$ cat config.mk
export PLATFORM = sky130hd
export DESIGN_NAME = fragment_color_pack_writer_core
export DESIGN_NICKNAME = d
export VERILOG_FILES = /design/src/hw/rtl/fcpw_pkg.sv /design/src/hw/rtl/fcpw_cfg_regs.sv /design/src/hw/rtl/fragment_color_pack_writer_core.sv
export SDC_FILE = /design/constraint.sdc
export NUM_CORES = 2
export LEC_CHECK = 0
export BUFFER_PORTS_ARGS = -buffer_cell sky130_fd_sc_hd__buf_2
export CORE_MARGIN = 5
export CORE_UTILIZATION = 61
export DETAILED_ROUTE_END_ITERATION = 7
export GPL_TIMING_DRIVEN = 0
export PLACE_DENSITY = 0.9
export SLEW_MARGIN = 30
export SYNTH_ARGS = -nofsm -noshare
export SYNTH_HDL_FRONTEND = slang
export SYNTH_HIERARCHICAL = 1
export SYNTH_SLANG_ARGS = --single-unit
$ cat constraint.sdc
create_clock -name aclk -period 14.9 [get_ports aclk]
set_input_delay 0.745 -clock aclk [delete_from_list [all_inputs] [get_ports aclk]]
set_output_delay 0.745 -clock aclk [all_outputs]
set_load 0.02 [all_outputs]
$ cat src/hw/rtl/fcpw_pkg.sv
// Shared constants and the channel quantiser function for the fragment pack writer.
package fcpw_pkg;
    localparam int COORD_BITS_DEF = 14;
    localparam int WIDTH_BITS     = 15;
    localparam logic [0:0] REG_FRAME_WIDTH = 1'b0;
    localparam logic [0:0] REG_COLOR_BASE  = 1'b1;

    // Float channel to unorm8: truncation of round-to-nearest-even(c*255).
    function automatic logic [7:0] quantize(input logic [31:0] bits);
        logic [7:0]  expo;
        logic [23:0] mant;
        logic [31:0] prod;
        logic [31:0] rnd;
        logic [8:0]  sh;
        logic [31:0] q;
        expo = bits[30:23];
        mant = {1'b1, bits[22:0]};
        prod = {8'd0, mant} * 32'd255;
        rnd  = prod;
        if (prod[31]) begin
            // 32-bit product: keep 24 significant bits, round to nearest even on 8
            if (prod[7] && (prod[6:0] != 7'd0 || prod[8]))
                rnd = {prod[31:8], 8'd0} + 32'd256;
            else
                rnd = {prod[31:8], 8'd0};
        end else begin
            if (prod[6] && (prod[5:0] != 6'd0 || prod[7]))
                rnd = {prod[31:7], 7'd0} + 32'd128;
            else
                rnd = {prod[31:7], 7'd0};
        end
        // value = rnd * 2^(expo-150); shift right by 150-expo
        sh = 9'd150 - {1'b0, expo};
        q  = (sh > 9'd31) ? 32'd0 : (rnd >> sh[4:0]);
        if (bits[31])
            quantize = 8'd0;
        else if (expo == 8'hFF)
            quantize = (bits[22:0] != 23'd0) ? 8'd0 : 8'd255;
        else if (bits >= 32'h3F80_0000)
            quantize = 8'd255;
        else if (expo == 8'd0)
            quantize = 8'd0;
        else if (q > 32'd255)
            quantize = 8'd255;
        else
            quantize = q[7:0];
    endfunction
endpackage

$ cat src/hw/rtl/fcpw_cfg_regs.sv
// Configuration register file: frame width and colour buffer base.
module fcpw_cfg_regs import fcpw_pkg::*; (
    input  logic                  aclk,
    input  logic                  aresetn,
    input  logic                  cfg_valid,
    input  logic [0:0]            cfg_index,
    input  logic [31:0]           cfg_data,
    output logic [WIDTH_BITS-1:0] frame_width,
    output logic [31:0]           color_base_word
);
    logic [WIDTH_BITS-1:0] width_reg;
    logic [31:0]           base_reg;

    assign frame_width     = width_reg;
    assign color_base_word = base_reg;

    always_ff @(posedge aclk) begin
        if (!aresetn) begin
            width_reg <= WIDTH_BITS'(1);
            base_reg  <= 32'd0;
        end else if (cfg_valid) begin
            unique case (cfg_index)
                REG_FRAME_WIDTH: width_reg <= cfg_data[WIDTH_BITS-1:0];
                REG_COLOR_BASE:  base_reg  <= cfg_data;
                default: ;
            endcase
        end
    end
endmodule

$ cat src/hw/rtl/fragment_color_pack_writer_core.sv
// Fragment colour pack writer: one fragment per unstalled clock, one registered result
// stage. One transaction is accepted every unstalled cycle; each result appears in the
// cycle after its fragment is taken, from a single output register that the whole path
// feeds. With m_ready held high the throughput is one pixel per clock; s_ready follows
// m_ready whenever the output register is full. Configuration writes are always accepted.
module fragment_color_pack_writer_core import fcpw_pkg::*; #(
    parameter int COORD_BITS = COORD_BITS_DEF
) (
    input  logic                  aclk,
    input  logic                  aresetn,
    input  logic                  cfg_valid,
    output logic                  cfg_ready,
    input  logic [63:0]           cfg_index,
    input  logic [31:0]           cfg_data,
    input  logic                  s_valid,
    output logic                  s_ready,
    input  logic [COORD_BITS-1:0] s_pos_x,
    input  logic [COORD_BITS-1:0] s_pos_y,
    input  logic [31:0]           s_red_bits,
    input  logic [31:0]           s_green_bits,
    input  logic [31:0]           s_blue_bits,
    input  logic [31:0]           s_alpha_bits,
    input  logic                  s_last_in,
    output logic                  m_valid,
    input  logic                  m_ready,
    output logic [31:0]           m_pixel_address,
    output logic [31:0]           m_pixel_word,
    output logic                  m_last_out
);
    logic [WIDTH_BITS-1:0] frame_width;
    logic [31:0]           color_base_word;
    logic                  cfg_hit;
    logic                  valid_reg;
    logic [31:0]           addr_reg, word_reg;
    logic                  last_reg;
    logic [31:0]           addr_next, word_next;

    // indexes beyond the list are accepted and dropped
    assign cfg_hit = cfg_valid && (cfg_index[63:1] == 63'd0);

    fcpw_cfg_regs u_cfg (
        .aclk(aclk), .aresetn(aresetn), .cfg_valid(cfg_hit),
        .cfg_index(cfg_index[0:0]), .cfg_data(cfg_data),
        .frame_width(frame_width), .color_base_word(color_base_word)
    );
    assign cfg_ready = 1'b1;

    assign addr_next = color_base_word + 32'(s_pos_y) * 32'(frame_width) + 32'(s_pos_x);
    assign word_next = {quantize(s_alpha_bits), quantize(s_red_bits),
                        quantize(s_green_bits), quantize(s_blue_bits)};

    assign s_ready = !valid_reg || m_ready;

    always_ff @(posedge aclk) begin
        if (!aresetn) valid_reg <= 1'b0;
        else if (s_ready) valid_reg <= s_valid;
    end

    always_ff @(posedge aclk) begin
        if (s_ready && s_valid) begin
            addr_reg <= addr_next;
            word_reg <= word_next;
            last_reg <= s_last_in;
        end
    end

    assign m_valid         = valid_reg;
    assign m_pixel_address = addr_reg;
    assign m_pixel_word    = word_reg;
    assign m_last_out      = last_reg;

    a_hold: assert property (@(posedge aclk) disable iff (!aresetn)
        m_valid && !m_ready |=> m_valid && $stable(m_pixel_word) && $stable(m_pixel_address))
        else $error("result changed while stalled");
    a_take: assert property (@(posedge aclk) disable iff (!aresetn)
        s_valid && s_ready |=> m_valid)
        else $error("accepted fragment lost");
    a_ready: assert property (@(posedge aclk) disable iff (!aresetn)
        !m_valid |-> s_ready)
        else $error("stalled while empty");
endmodule

==> flow_summary_export.csv <==
group,metric,value,unit
placement,port_buffers,319,
floorplan,row_count,98,
layout,drive_gt1_share,10.0,%
logic_synthesis,synth_edf_count,65,
setup_path,rr_startpoint,"u_cfg/frame_width[8]",
setup_path,end_kind,"flip-flop",
cts,cts_tree,"yes",
cts,cts-resized-gates,0,
grt,grt_pass1_vias,41200,
sta,setup_viol_count_final,0,
setup_path,cp_slowest_stage_delay,0.55,ns
setup_path,worst-r2r-cell-count,26,
setup_path,critical_path.endpoint,"m_pixel_word[16]",
sta,fin_crit,8.80,ns
layout,n_fill_cell,5620,
placement,hpwl,107000,um
cts,cts-buffers-inserted,17,
cts,cts.clk_slew.worst_paths,0.07,ns
drt,vias,40800,
floorplan,initial_core_util,61.2,%
grt,grt_pass1_wl,207000,um
drt,totalWireLength,127000,um
setup_path,cp_max_fo,8,
logic_synthesis,avgSynthCellArea,8.34,um2
sta,worst_pin_slew,0.975,ns
drt,drt-initial-drc-count,3904,
sta,hold_violations,0,
floorplan,die_x,277,um
layout,nNetsFinal,6809,
logic_synthesis,syn-instance-count,5219,
logic_synthesis,yosys_most_used_dff,"edfxtp_1",
sta,fin_crit_sh,59.1,%
cts,htree_levels,4,
drt,drc,0,
setup_path,slowest_stage,"fa_1",
layout,syn_to_final_growth,7.88,%
logic_synthesis,synth.distinct_cells,127,
sta,tns,0,ns
logic_synthesis,ys_seq_elements,113,
grt,grt_overflow,0,
drt,wl_per_cell,19.4,um
worst_hold_path,hp-class,"reg -> reg",
setup_path,worstPathRequired,15.04,ns
sta,skew,0.0233,ns
drt,firstDrtPassIters,7,
placement,gp_congestion,1.03,
cts,clock-root-buffer,"clkbuf_16",
floorplan,die_area,76800,um2
logic_synthesis,netlist_area,43500,um2
setup_path,start_kind,"primary input",
setup_path,cp.arrival,8.94,ns
drt,ant_nets,0,
sta,hold_slack,0.449,ns
layout,multi_input_area,36100,um2
grt,antenna_found_initial,22,
floorplan,die_y,277,um
logic_synthesis,syn-num-nets,6470,
sta,maxSlewHeadroom,34.6,%
cts,cts.sinks,113,
status,status,"completed",
logic_synthesis,seq_area_frac_synth,6.69,%
logic_synthesis,ys_warn_count,6,
job,maxCapViolations,0,
floorplan,placeableCoreArea,71100,um2
cts,cts_setup_buffers,0,
worst_hold_path,worstHoldStart,"u_cfg/color_base_word[18]",
grt,grt_max_degree,36,
setup_path,r2r_setup_slack,6.46,ns
setup_path,reg2reg_to,"m_pixel_address[31]",
layout,layout.cells.most_common,"inv_1",
sta,max_clock_freq,0.114,GHz
setup_path,cp-startpoint,"s_red_bits[4]",
cts,clock_path_buffers,2,
cts,clk_latency,0.45,ns
sta,slew_violations,0,
cts,cts_hold_buf,0,
setup_path,critical_path_class,"in -> reg",
layout,regArea,2910,um2
drt,viasPerCell,6.24,
layout,layout_common_cells,"inv_1 (959), fa_1 (624), nand2_1 (438)",
logic_synthesis,async_reset_ff_share,0,%
sta,grt_setup_unrepaired,"false",
floorplan,io_pins,326,
grt,track_usage,32.2,%
## worst min path at each step
stage	end	cells past startpoint
floorplan	u_cfg/color_base_word[18]	2
detailed placement	u_cfg/color_base_word[18]	2
global route	m_last_out	1
global placement	u_cfg/color_base_word[27]	2
finish	u_cfg/color_base_word[18]	2
CTS	u_cfg/color_base_word[18]	2
## registers in the layout, summed over array words and instances (netlist names)
| signal | count |
|---|---|
| u_cfg/frame_width | 15 |
| m_valid | 1 |
| m_last_out | 1 |
| m_pixel_address | 32 |
| m_pixel_word | 32 |
| u_cfg/color_base_word | 32 |
## per-layer routing
layer  share of wire (%)  global-route usage [%]
met2                  48                    55.2
met3                 9.1                    6.66
met4                 4.6                    12.7
met1                  38                    40.2
met5               0.056                       0
## metrics by stage
stage	area [um2]	setup slack (ns)	util (%)	cells
2_1_floorplan	43500	7.10	-	5219
3_3_place_gp	46300	5.88	65.1	6488
3_5_place_dp	46300	5.87	65.2	6489
4_1_cts	46900	6.30	66.0	6521
5_1_grt	46900	5.54	66.0	6528
6_report	47000	6.10	66.0	6535
## synthesized netlist by cell type (all sizes together) (26+ instances only)
library cell / count / area [um2]
nor4: 76 / 567
o31ai: 28 / 225
o21a: 45 / 338
edfxtp: 65 / 1950
nand4: 91 / 582
fa: 624 / 12500
mux2: 40 / 458
xor2: 66 / 578
buf: 62 / 352
o21ai: 195 / 987
clkbuf: 144 / 542
mux2i: 111 / 1110
or3: 41 / 262
inv: 960 / 3600
o211ai: 70 / 536
nor2: 258 / 976
a31oi: 55 / 357
a21oi: 212 / 1080
xnor2: 117 / 1020
nand2b: 26 / 163
nor3: 121 / 648
or4: 27 / 203
a211oi: 76 / 611
and3: 57 / 358
ha: 369 / 4620
and2: 133 / 832
a21o: 79 / 594
dfxtp: 48 / 961
nand3: 120 / 606
nand2: 440 / 1660
## cells by family after synthesis
group | after synthesis | synth area share (%)
other | 1 | 0.00862
AOI/OAI and AO/OA | 1089 | 17.8
buffers and inverters | 1167 | 10.3
adders and majority gates | 993 | 39.3
and+or+nand+nor | 1508 | 17.8
muxes | 165 | 4.34
xor gates and xnor gates | 183 | 3.68
DFF | 113 | 6.69
## critical path: cells and delay by family
kind	cells	cell delay, ns
xor gates and xnor gates	2	0.90
muxes	1	0.20
buffers and inverters	5	0.60
and+or+nand+nor	7	2.53
AOI/OAI and AO/OA	6	1.53
adders and majority gates	5	2.42
## layout make-up
cell class | count | share of cell area [%]
clock buffer | 18 | 0.959
buffer | 206 | 1.90
antenna | 14 | 0.0746
tap | 950 | 2.53
multi-input combinational | 3939 | 76.9
sequential | 113 | 6.20
timing repair buffer | 320 | 3.44
inverter | 961 | 7.68
clock inverter | 14 | 0.272
Power is not shown: default switching activity piles up to over one toggle a cycle in this logic, so the estimate is an artifact.
